$ cat src/hw/rtl/es2c_pkg.sv
// es2c_pkg: shared types, constants and tables for the epoch seconds to calendar block.
// Used by es2c_cmpsub, epoch_seconds_to_calendar and both testbench files. No dependencies.
package es2c_pkg;

  // Compare/subtract unit width, remainder width and shared multiplier width
  localparam int unsigned CS_W  = 12;
  localparam int unsigned REM_W = CS_W - 1;
  localparam int unsigned MUL_W = 32;

  // Divisors, at multiplier width
  localparam logic [MUL_W-1:0] SEC_PER_MIN    = 32'd60;
  localparam logic [MUL_W-1:0] HOURS_PER_DAY  = 32'd24;
  localparam logic [MUL_W-1:0] DAYS_PER_WEEK  = 32'd7;
  localparam logic [MUL_W-1:0] DAYS_PER_CYCLE = 32'd1461;

  // Year lengths, at compare unit width
  localparam logic [CS_W-1:0] DAYS_PER_YEAR = 12'd365;
  localparam logic [CS_W-1:0] DAYS_PER_LEAP = 12'd366;

  // Reciprocals: quotient = (x * R) >> shift, exact over the noted input range
  localparam logic [MUL_W-1:0] RECIP_15   = 32'd1145324613;  // x < 2^30, shift 34
  localparam logic [MUL_W-1:0] RECIP_3    = 32'd1431655766;  // x < 2^30, shift 32
  localparam logic [MUL_W-1:0] RECIP_7    = 32'd74899;       // x < 2^16, shift 19
  localparam logic [MUL_W-1:0] RECIP_1461 = 32'd91868;       // x < 2^16, shift 27

  localparam logic [3:0]       OFFSET_RESET    = 4'd8;
  localparam logic [MUL_W-1:0] EPOCH_WEEKDAY   = 32'd4;   // 1970-01-01 was a Thursday
  localparam logic [7:0]       BASE_YEAR       = 8'd70;
  localparam logic [7:0]       LAST_VALID_YEAR = 8'd199;
  localparam logic [3:0]       LAST_MONTH      = 4'd11;
  localparam logic [3:0]       FEBRUARY        = 4'd1;
  localparam logic [1:0]       LAST_CYCLE_YEAR = 2'd3;
  localparam logic [1:0]       LEAP_CYCLE_YEAR = 2'd2;    // 1972 sits third in the cycle

  // Sequencer: each division is a quotient state and a remainder state
  typedef enum logic [3:0] {
    ST_IDLE,
    ST_SEC_Q,
    ST_SEC_R,
    ST_MIN_Q,
    ST_MIN_R,
    ST_HOUR_Q,
    ST_HOUR_R,
    ST_WDAY_Q,
    ST_WDAY_R,
    ST_CYC_Q,
    ST_CYC_R,
    ST_YEAR,
    ST_MONTH,
    ST_DONE
  } state_t;

  typedef struct packed {
    logic [CS_W-1:0] a;
    logic [CS_W-1:0] b;
  } cs_req_t;

  typedef struct packed {
    logic            ge;
    logic [CS_W-1:0] diff;
  } cs_rsp_t;

  // Month length table, February stretched in a leap year
  function automatic logic [4:0] month_len(input logic [3:0] mon, input logic leap);
    logic [4:0] len;
    len = 5'd31;
    unique case (mon)
      4'd0, 4'd2, 4'd4, 4'd6, 4'd7, 4'd9, 4'd11: len = 5'd31;
      4'd3, 4'd5, 4'd8, 4'd10:                   len = 5'd30;
      FEBRUARY:                                  len = leap ? 5'd29 : 5'd28;
      default:                                   len = 5'd31;
    endcase
    return len;
  endfunction

endpackage

$ cat src/hw/rtl/es2c_cmpsub.sv
// es2c_cmpsub: shared compare and subtract unit (a >= b, a - b).
// Depends on es2c_pkg for the request/response types.
module es2c_cmpsub (
  input  es2c_pkg::cs_req_t req,
  output es2c_pkg::cs_rsp_t rsp
);
  import es2c_pkg::*;

  logic [CS_W:0] wide;

  // One subtract; the borrow gives the compare
  assign wide     = {1'b0, req.a} - {1'b0, req.b};
  assign rsp.ge   = ~wide[CS_W];
  assign rsp.diff = wide[CS_W-1:0];

endmodule

$ cat src/hw/rtl/epoch_seconds_to_calendar.sv
// epoch_seconds_to_calendar: top level, sequencer and datapath registers.
// Depends on es2c_pkg and es2c_cmpsub.
//
// Converts a 32-bit Unix second count into local calendar fields, adding a
// whole-hour offset (register reset to 8). One word is handled at a time:
// in_ready is high only while the block is idle, and the result is held on
// the out_ port until taken. The divisions by 60, 60, 24, 7 and 1461 each
// run a quotient step and a remainder step on one shared 32x32 multiplier:
// a reciprocal multiply gives the quotient, then quotient times divisor is
// taken off the dividend in the 12-bit compare and subtract unit to give
// the remainder. The same subtract unit then walks up to four years and up
// to twelve months, one per cycle. Dates past 2099 still follow the
// every-fourth-year leap rule and raise out_beyond_range. Write the offset
// register only while idle.
module epoch_seconds_to_calendar (
  input  logic        clk,
  input  logic        rst_n,
  // configuration
  input  logic        cfg_valid,
  output logic        cfg_ready,
  input  logic [3:0]  cfg_utc_offset_hours,
  // input word
  input  logic        in_valid,
  output logic        in_ready,
  input  logic [31:0] in_epoch_seconds,
  // result word
  output logic        out_valid,
  input  logic        out_ready,
  output logic [5:0]  out_second,
  output logic [5:0]  out_minute,
  output logic [4:0]  out_hour,
  output logic [2:0]  out_weekday,
  output logic [7:0]  out_years_since_1900,
  output logic [8:0]  out_day_of_year,
  output logic [3:0]  out_month,
  output logic [4:0]  out_day_of_month,
  output logic        out_beyond_range
);
  import es2c_pkg::*;

  state_t              state_r, state_nxt;
  logic [3:0]          off_r;
  logic [MUL_W-1:0]    num_r;
  logic [MUL_W-1:0]    quo_r;
  logic [5:0]          sec_r, min_r;
  logic [4:0]          hour_r;
  logic [2:0]          wday_r;
  logic [15:0]         days_r;
  logic [5:0]          cyc_r;
  logic [REM_W-1:0]    rest_r;
  logic [1:0]          yi_r;
  logic [8:0]          yday_r;
  logic [3:0]          mon_r;

  cs_req_t             cs_req;
  cs_rsp_t             cs_rsp;
  logic [MUL_W-1:0]    mul_a, mul_b;
  logic [2*MUL_W-1:0]  prod;
  logic                in_fire, out_fire;
  logic                leap, year_done, month_done;
  logic [7:0]          year;

  es2c_cmpsub u_cmpsub (
    .req (cs_req),
    .rsp (cs_rsp)
  );

  assign in_fire  = in_valid & in_ready;
  assign out_fire = out_valid & out_ready;

  // Shared multiplier, full-width unsigned product
  assign prod = {{MUL_W{1'b0}}, mul_a} * {{MUL_W{1'b0}}, mul_b};

  // Year and month walks
  assign leap       = (yi_r == LEAP_CYCLE_YEAR);
  assign year_done  = (yi_r == LAST_CYCLE_YEAR) || !cs_rsp.ge;
  assign month_done = (mon_r == LAST_MONTH) || !cs_rsp.ge;

  // Next state
  always_comb begin
    state_nxt = state_r;
    unique case (state_r)
      ST_IDLE:   if (in_fire) state_nxt = ST_SEC_Q;
      ST_SEC_Q:  state_nxt = ST_SEC_R;
      ST_SEC_R:  state_nxt = ST_MIN_Q;
      ST_MIN_Q:  state_nxt = ST_MIN_R;
      ST_MIN_R:  state_nxt = ST_HOUR_Q;
      ST_HOUR_Q: state_nxt = ST_HOUR_R;
      ST_HOUR_R: state_nxt = ST_WDAY_Q;
      ST_WDAY_Q: state_nxt = ST_WDAY_R;
      ST_WDAY_R: state_nxt = ST_CYC_Q;
      ST_CYC_Q:  state_nxt = ST_CYC_R;
      ST_CYC_R:  state_nxt = ST_YEAR;
      ST_YEAR:   if (year_done) state_nxt = ST_MONTH;
      ST_MONTH:  if (month_done) state_nxt = ST_DONE;
      ST_DONE:   if (out_fire) state_nxt = ST_IDLE;
      default:   state_nxt = ST_IDLE;
    endcase
  end

  // Outputs of the sequencer: handshakes and shared unit operands.
  // Remainder cycles: dividend low bits minus low bits of quotient * divisor.
  always_comb begin
    in_ready  = 1'b0;
    out_valid = 1'b0;
    mul_a     = quo_r;
    mul_b     = '0;
    cs_req.a  = num_r[CS_W-1:0];
    cs_req.b  = prod[CS_W-1:0];
    unique case (state_r)
      ST_IDLE: in_ready = 1'b1;
      ST_SEC_Q, ST_MIN_Q: begin
        mul_a = {2'b00, num_r[MUL_W-1:2]};
        mul_b = RECIP_15;
      end
      ST_HOUR_Q: begin
        mul_a = {3'b000, num_r[MUL_W-1:3]};
        mul_b = RECIP_3;
      end
      ST_WDAY_Q: begin
        mul_a = num_r;
        mul_b = RECIP_7;
      end
      ST_CYC_Q: begin
        mul_a = num_r;
        mul_b = RECIP_1461;
      end
      ST_SEC_R, ST_MIN_R: mul_b = SEC_PER_MIN;
      ST_HOUR_R:          mul_b = HOURS_PER_DAY;
      ST_WDAY_R:          mul_b = DAYS_PER_WEEK;
      ST_CYC_R:           mul_b = DAYS_PER_CYCLE;
      ST_YEAR: begin
        cs_req.a = {1'b0, rest_r};
        cs_req.b = leap ? DAYS_PER_LEAP : DAYS_PER_YEAR;
      end
      ST_MONTH: begin
        cs_req.a = {1'b0, rest_r};
        cs_req.b = {{(CS_W-5){1'b0}}, month_len(mon_r, leap)};
      end
      ST_DONE: out_valid = 1'b1;
      default: ;
    endcase
  end

  // Control registers
  always_ff @(posedge clk) begin
    if (!rst_n) begin
      state_r <= ST_IDLE;
      off_r   <= OFFSET_RESET;
    end else begin
      state_r <= state_nxt;
      if (cfg_valid && cfg_ready) off_r <= cfg_utc_offset_hours;
    end
  end

  // Datapath registers
  always_ff @(posedge clk) begin
    unique case (state_r)
      ST_IDLE: begin
        if (in_fire) num_r <= in_epoch_seconds;
      end
      // quotients: (x/4)/15, (x/8)/3, x/7, x/1461
      ST_SEC_Q, ST_MIN_Q: quo_r <= {2'b00, prod[63:34]};
      ST_HOUR_Q:          quo_r <= prod[63:32];
      ST_WDAY_Q:          quo_r <= prod[50:19];
      ST_CYC_Q:           quo_r <= prod[58:27];
      ST_SEC_R: begin
        sec_r <= cs_rsp.diff[5:0];
        num_r <= quo_r;
      end
      ST_MIN_R: begin
        min_r <= cs_rsp.diff[5:0];
        num_r <= quo_r + {28'd0, off_r};
      end
      ST_HOUR_R: begin
        hour_r <= cs_rsp.diff[4:0];
        days_r <= quo_r[15:0];
        num_r  <= quo_r + EPOCH_WEEKDAY;
      end
      ST_WDAY_R: begin
        wday_r <= cs_rsp.diff[2:0];
        num_r  <= {16'd0, days_r};
      end
      ST_CYC_R: begin
        cyc_r  <= quo_r[5:0];
        rest_r <= cs_rsp.diff[REM_W-1:0];
        yi_r   <= '0;
      end
      ST_YEAR: begin
        if (!year_done) begin
          rest_r <= cs_rsp.diff[REM_W-1:0];
          yi_r   <= yi_r + 2'd1;
        end else begin
          yday_r <= rest_r[8:0];
          mon_r  <= '0;
        end
      end
      ST_MONTH: begin
        if (!month_done) begin
          rest_r <= cs_rsp.diff[REM_W-1:0];
          mon_r  <= mon_r + 4'd1;
        end
      end
      default: ;
    endcase
  end

  // Result fields
  assign year                 = {cyc_r, yi_r} + BASE_YEAR;
  assign cfg_ready            = 1'b1;
  assign out_second           = sec_r;
  assign out_minute           = min_r;
  assign out_hour             = hour_r;
  assign out_weekday          = wday_r;
  assign out_years_since_1900 = year;
  assign out_day_of_year      = yday_r;
  assign out_month            = mon_r;
  assign out_day_of_month     = rest_r[4:0] + 5'd1;
  assign out_beyond_range     = (year > LAST_VALID_YEAR);

  // Checks
  a_one_word: assert property (@(posedge clk) disable iff (!rst_n)
    out_valid |-> !in_ready)
    else $error("input taken while a result is pending");

  a_start: assert property (@(posedge clk) disable iff (!rst_n)
    in_fire |=> (state_r == ST_SEC_Q))
    else $error("division not started after input accept");

  a_rem_bound: assert property (@(posedge clk) disable iff (!rst_n)
    ((state_r == ST_SEC_R) || (state_r == ST_MIN_R)) |->
      (cs_rsp.diff < SEC_PER_MIN[CS_W-1:0]))
    else $error("second or minute remainder out of range");

  a_cyc_rem: assert property (@(posedge clk) disable iff (!rst_n)
    (state_r == ST_CYC_R) |-> (cs_rsp.diff < DAYS_PER_CYCLE[CS_W-1:0]))
    else $error("day within four-year cycle out of range");

  a_year_rest: assert property (@(posedge clk) disable iff (!rst_n)
    (state_r == ST_MONTH) |-> (rest_r < DAYS_PER_LEAP[REM_W-1:0]))
    else $error("day of year out of range after year walk");

  a_month_out: assert property (@(posedge clk) disable iff (!rst_n)
    out_valid |-> (out_month <= LAST_MONTH) && (out_day_of_month != 5'd0))
    else $error("month or day of month out of range");

endmodule

$ cat config.mk
export PLATFORM = sky130hd
export DESIGN_NAME = epoch_seconds_to_calendar
export DESIGN_NICKNAME = d
export VERILOG_FILES = /design/src/hw/rtl/es2c_pkg.sv /design/src/hw/rtl/es2c_cmpsub.sv /design/src/hw/rtl/epoch_seconds_to_calendar.sv
export SDC_FILE = /design/constraint.sdc
export NUM_CORES = 2
export LEC_CHECK = 0
export BUFFER_PORTS_ARGS = -buffer_cell sky130_fd_sc_hd__clkbuf_2
export CORE_ASPECT_RATIO = 1.4
export CORE_UTILIZATION = 30
export DETAILED_ROUTE_END_ITERATION = 7
export PLACE_DENSITY_LB_ADDON = 0.12
export SYNTH_ARGS = -nofsm -noshare
export SYNTH_HDL_FRONTEND = slang
export SYNTH_SLANG_ARGS = --single-unit
$ cat constraint.sdc
create_clock -name clk -period 14.5 [get_ports clk]
set_input_delay 2.9 -clock clk [delete_from_list [all_inputs] [get_ports clk]]
set_output_delay 2.9 -clock clk [all_outputs]
set_load 0.02 [all_outputs]
# [Word level (Yosys, flattened, before mapping)]
# Cells that the tools add are included.
[totals] out_inout_bits=50 regBits=140 in_bits=41
[classes] n_eq_ne=27 n_reduce_logical=18 mul=1 add_sub_neg=7 n_mux=24 bitwise=2 magnitude_cmp=1
[op_table] operator="$pmux W31 S8" n=1
[op_table] operator="$pmux W32 S5" n=1
[op_table] operator="$pmux W32 S4" n=1
[op_table] operator="$pmux W32 S3" n=1
[op_table] operator="$mul A32 B32 Y64" n=1
[op_table] operator="$pmux W4 S14" n=1
[op_table] operator="$pmux W24 S2" n=1
[op_table] operator="$eq A4 B4 Y1 const B" n=9
[op_table] operator="$pmux W11 S3" n=1
[op_table] operator="$add A32 B3 Y32 const B" n=1
[op_table] operator="$add A32 B4 Y32" n=1
[op_table] operator="$mux W32" n=1
[op_table] operator="$mux W4" n=6
[op_table] operator="$mux W11" n=2
[op_table] operator="$eq A4 B3 Y1 const B" n=5
[op_table] operator="$sub A12 B12 Y13" n=1
[op_table] operator="$eq A4 B2 Y1 const B" n=3
[op_table] operator="$ne A2 B2 Y1 const B" n=6
[op_table] operator="$add A8 B7 Y8 const B" n=1
[op_table] operator="$eq A4 B1 Y1 const B" n=2
[op_table] operator="$gt A8 B8 Y1 const B" n=1
[op_table] operator="$pmux W2 S2" n=2
[op_table] operator="$pmux W4 S2" n=1
[op_table] operator="$reduce_and A2 Y1" n=3
[op_table] operator="other kinds (17)" n=27

# [Longest topological paths before layout]
[logic_depth] ltp_word=9 ltp_mapped=39 depth_no_buf=37

# [Cells and area by module]
# From an unflattened synthesis, not the netlist that was laid out.
[hier_totals] hier_cells=3691 hier_area_um2=34041.4
[modules_own_cells] mod="epoch_seconds_to_calendar" n_inst=1 cells_per_inst=3602 area_per_inst_um2=33407.0
[modules_own_cells] mod="es2c_cmpsub" n_inst=1 cells_per_inst=89 area_per_inst_um2=634.4

# [Least setup slack after synthesis]
# No wires, ideal clock.
[synth_timing] kind="flip-flop to flip-flop" start="register state_r[2]" end="register quo_r[22] (data pin)" t_arrival_ns=8.689 t_required_ns=14.235 setup_ns=0.265 period_less_slack_ns=8.954 path_stages_with_launch=37 path_slack_ns=5.546 path_buffers=5 cell_sequence="dfxtp_1 > buf_2 > nand2_1 > o21ai_1 > and2_0 > clkbuf_1 > or2_1 > nor2_2 > inv_2 > buf_2 > buf_2 > o21ai_0 > o21ai_0 > fa_1 > fa_1 > fa_1 > inv_1 > fa_1 > inv_1 > fa_1 > fa_1 > fa_1 > inv_1 > fa_1 > inv_1 > ha_1 > buf_2 > nand4_1 > nor3_1 > nand3_1 > nor3_1 > o211ai_1 > a21oi_1 > a21oi_1 > xnor2_1 > a222oi_1 > nand2_1"
[synth_between] elab_chain_len=5 word_cells_on_any_way=17
[synth_lines] item="from (decl)" line_no="epoch_seconds_to_calendar.sv:41" source="state_t state_r, state_nxt;"
[synth_lines] item="from (signal assigned)" line_no="epoch_seconds_to_calendar.sv:151" source="state_r <= state_nxt;"
[synth_lines] item="$eq A4 B3 Y1 (tied with other cells)" line_no="epoch_seconds_to_calendar.sv:110" source="unique case (state_r)"
[synth_lines] item="$reduce_or A2 Y1, on equally long branches"
[synth_lines] item="$pmux W31 S8 / $pmux W32 S3 (equally long branches)" line_no="epoch_seconds_to_calendar.sv:110"
[synth_lines] item="$mul A32 B32 Y64" line_no="epoch_seconds_to_calendar.sv:72" source="assign prod = {{MUL_W{1'b0}}, mul_a} * {{MUL_W{1'b0}}, mul_b};"
[synth_lines] item="$pmux W32 S4 (*)" line_no="epoch_seconds_to_calendar.sv:158" source="unique case (state_r)"
[synth_lines] item="to (signal assigned)" line_no="epoch_seconds_to_calendar.sv:163" source="ST_SEC_Q, ST_MIN_Q: quo_r <= {2'b00, prod[63:34]};"
[synth_lines] item="to (signal assigned)" line_no="epoch_seconds_to_calendar.sv:164" source="ST_HOUR_Q: quo_r <= prod[63:32];"
[synth_lines] item="to (signal assigned)" line_no="epoch_seconds_to_calendar.sv:165" source="ST_WDAY_Q: quo_r <= prod[50:19];"
[synth_lines] item="to (decl)" line_no="epoch_seconds_to_calendar.sv:44" source="logic [MUL_W-1:0] quo_r;"
# Every way passes the cells marked *; elsewhere a longest branch is shown, timed or not.
# A chain may end at the register's enable or synchronous reset.

# [Worst setup path in the final report]
[layout_timing] start="register state_r[2]" end="register quo_r[18] (data pin)"
# The elaborated chain is that of the path after synthesis.

==> metrics.txt <==
total setup violations reported at the end of the flow 0; clock buffer count from CTS 17; clock tree buffer depth 2; most frequent standard cell in the layout excluding fill and tap cells inv_1; TritonCTS sink count 140; worst hold margin 0.4520 ns; first-pass GRT wire length 196900 um; Clock transition at path regs 0.06 ns; worst hold path class reg -> reg; number of vias in the routed layout 26470; Reg-to-Reg Start state_r[2]; initial core utilization 30.27%; leading cell types by total area after synthesis fa_1, ha_1, edfxtp_1; post-synthesis cell type with the largest combined area fa_1; post-synthesis to final-layout area growth 8.583%; maximum number of pins on one net before global-route repair 49; largest stage delay on the critical path 0.67 ns; number of distinct library cells after synthesis 81; Post-CTS Repair Setup Buffers 0; highest fanout seen on the critical path 39; drt pass-1 iters 5; die width 285.6 um; Overall Global Routing Usage 24.18%; post-route setup TNS 0 ns; max-cap violations 0; TritonCTS clock tree built; placer's final routability congestion estimate 0.9500; min Tclk post-route 11.85 ns; die outline area 113900 um^2; final net count 4831; total gr overflow 0; Synth Warn # 0; Synth Cell Area 33770 um^2; Synth async-reset ratio 0%; achievable frequency 84.36 MHz; FP Rows 145; data arrival at the endpoint of the critical path 12.03 ns; register area share after synthesis 12.21%; synthesis-stage register bit count 140; count of cells along the worst register-to-register path 33; internal reg-to-reg setup slack 2.65 ns; number of nets with antenna violations after routing 0; clock latency on the worst-skew pair 0.43 ns; vias in the first global route 28730; count of cells along the worst hold path 0; setup repair after global routing missed its margin false; number of enable flip-flop cells after synthesis 132; post-cts hold buffer count 0; Worst Path Required 14.68 ns; core outline area 111600 um^2; Iter 0 DRT Violations 1627; crit path max-delay cell type dfxtp_1; Max Clock Skew 0.009971 ns; count of final hold-check violations 0; syn_area_per_cell 9.166 um^2; worst hold path startpoint rest_r[8]; initial antenna violation count 4; top cell type's share of synthesized area 34.44%; number of port buffers 89; terminus of the critical flop-to-flop path quo_r[18]; slew at the pin with the worst max-slew slack 1.016 ns; Critical Setup Path Class reg -> reg; # DRC 0; Worst setup EP type flop; max-slew violation total from the final report 0; Detailed Route WL 136500 um; CTS root buffer clkbuf_16; startpoint class of the critical path flop; depth of the CTS H-tree 4; run status finished clean; I/O Pins 91; routed via count divided by cell count 5.070; post-cts sizing count 0; WL/cell 26.15 um; Mapped Cells 3685; die extent in y 399.0 um; primary flip-flop cell chosen by synthesis mapping edfxtp_1; capture endpoint of the worst hold path out_day_of_year[8]; most prevalent standard cell on the critical path fa_1; DP HPWL 116700 um; worst slew margin relative to its limit 31.84%; share of cells above drive strength 1 6.347%; leading cell types in the layout, fill and taps excluded inv_1, fa_1, ha_1; part of the cycle the worst path needs 81.75%
## cell type report
| type | instances | area, um^2 |
|---|---|---|
| diodes | 1 | 2.502 |
| clock buffers | 17 | 425.4 |
| clock inverters | 14 | 130.1 |
| fillers | 11820 | 74900 |
| inverters | 793 | 2977 |
| multi-input cells | 2640 | 26300 |
| flip-flops and latches | 140 | 4125 |
| well taps | 1470 | 1839 |
| repair buffers | 146 | 873.3 |
## worst max path at each step
stage               startpoint        end  slack [ns]  cells after the start
floorplan           state_r[2]  quo_r[22]        5.55                     36
global placement    state_r[2]  quo_r[18]        2.86                     33
detailed placement  state_r[2]  quo_r[18]        2.81                     33
CTS                 state_r[2]  quo_r[18]        2.78                     33
global route        state_r[2]  quo_r[18]        2.16                     33
finish              state_r[2]  quo_r[18]        2.65                     33
## state kept, by name (all words and copies together) (netlist names)
signal / count
out_minute: 6
out_hour: 5
state_r: 4
rest_r: 11
out_second: 6
cyc_r: 6
days_r: 16
yi_r: 2
out_weekday: 3
num_r: 32
off_r: 4
quo_r: 32
out_month: 4
out_day_of_year: 9
## worst max-delay path, delay by kind of cell, from the launching register on
kind | cells | cell delay (ns)
AND/OR/NAND/NOR | 11 | 2.81
XOR/XNOR | 2 | 0.82
AO/OA/AOI/OAI | 5 | 1.26
adder cells (fa/ha/maj) | 8 | 3.77
flip-flops | 1 | 0.67
buffers and inverters | 7 | 2.18
## metrics by stage
stage | setup WS (ns) | instance area, um^2 | cells | utilization [%]
floorplan | 5.546 | 33840 | 3702 | -
global placement | 2.858 | 36120 | 5189 | 32.37
detailed placement | 2.815 | 36120 | 5189 | 32.37
CTS | 2.783 | 36670 | 5220 | 32.87
global route | 2.161 | 36670 | 5220 | 32.87
finish | 2.647 | 36670 | 5221 | 32.87
## cell families after synthesis
group | count (synthesis) | share of synthesized area (%)
fa+ha+maj | 1052 | 51.89
buf+inv | 922 | 10.37
simple gates | 909 | 11.78
compound gates | 561 | 11.10
flops | 140 | 12.21
xor+xnor | 92 | 2.430
mux | 7 | 0.2075
other cells | 2 | 0.02224
## routing by layer
| layer | track usage (%) | up-vias | part of all wire [%] |
|---|---|---|---|
| met3 | 1.528 | 230 | 2.8 |
| met2 | 46.62 | 720 | 55 |
| met5 | 0 | - | 0.017 |
| met1 | 25.89 | 13580 | 36 |
| li1 | - | 11940 | - |
| met4 | 13.59 | 4 | 6.6 |
## cells in the mapped netlist (all sizes together), types with 6 or more instances
master,instances
nand2b,25
a222oi,14
xor2,36
o21bai,13
a221oi,14
o21ai,156
a21oi,153
fa,581
clkbuf,101
mux2i,7
o21a,23
edfxtp,132
a221o,22
or2,22
and2,32
xnor2,56
dfxtp,8
a22oi,22
nor4,7
ha,471
inv,793
o22ai,10
nand4,30
a21boi,7
nor3,40
nor2b,19
a211o,20
o211ai,12
a21o,26
nand2,421
and3,28
o221ai,6
a31oi,12
nand3,40
buf,28
a211oi,22
nor2,235
Power is left out: the tool's default activity adds up to more than one toggle a clock period on the data nets, which glitch-free logic cannot reach.
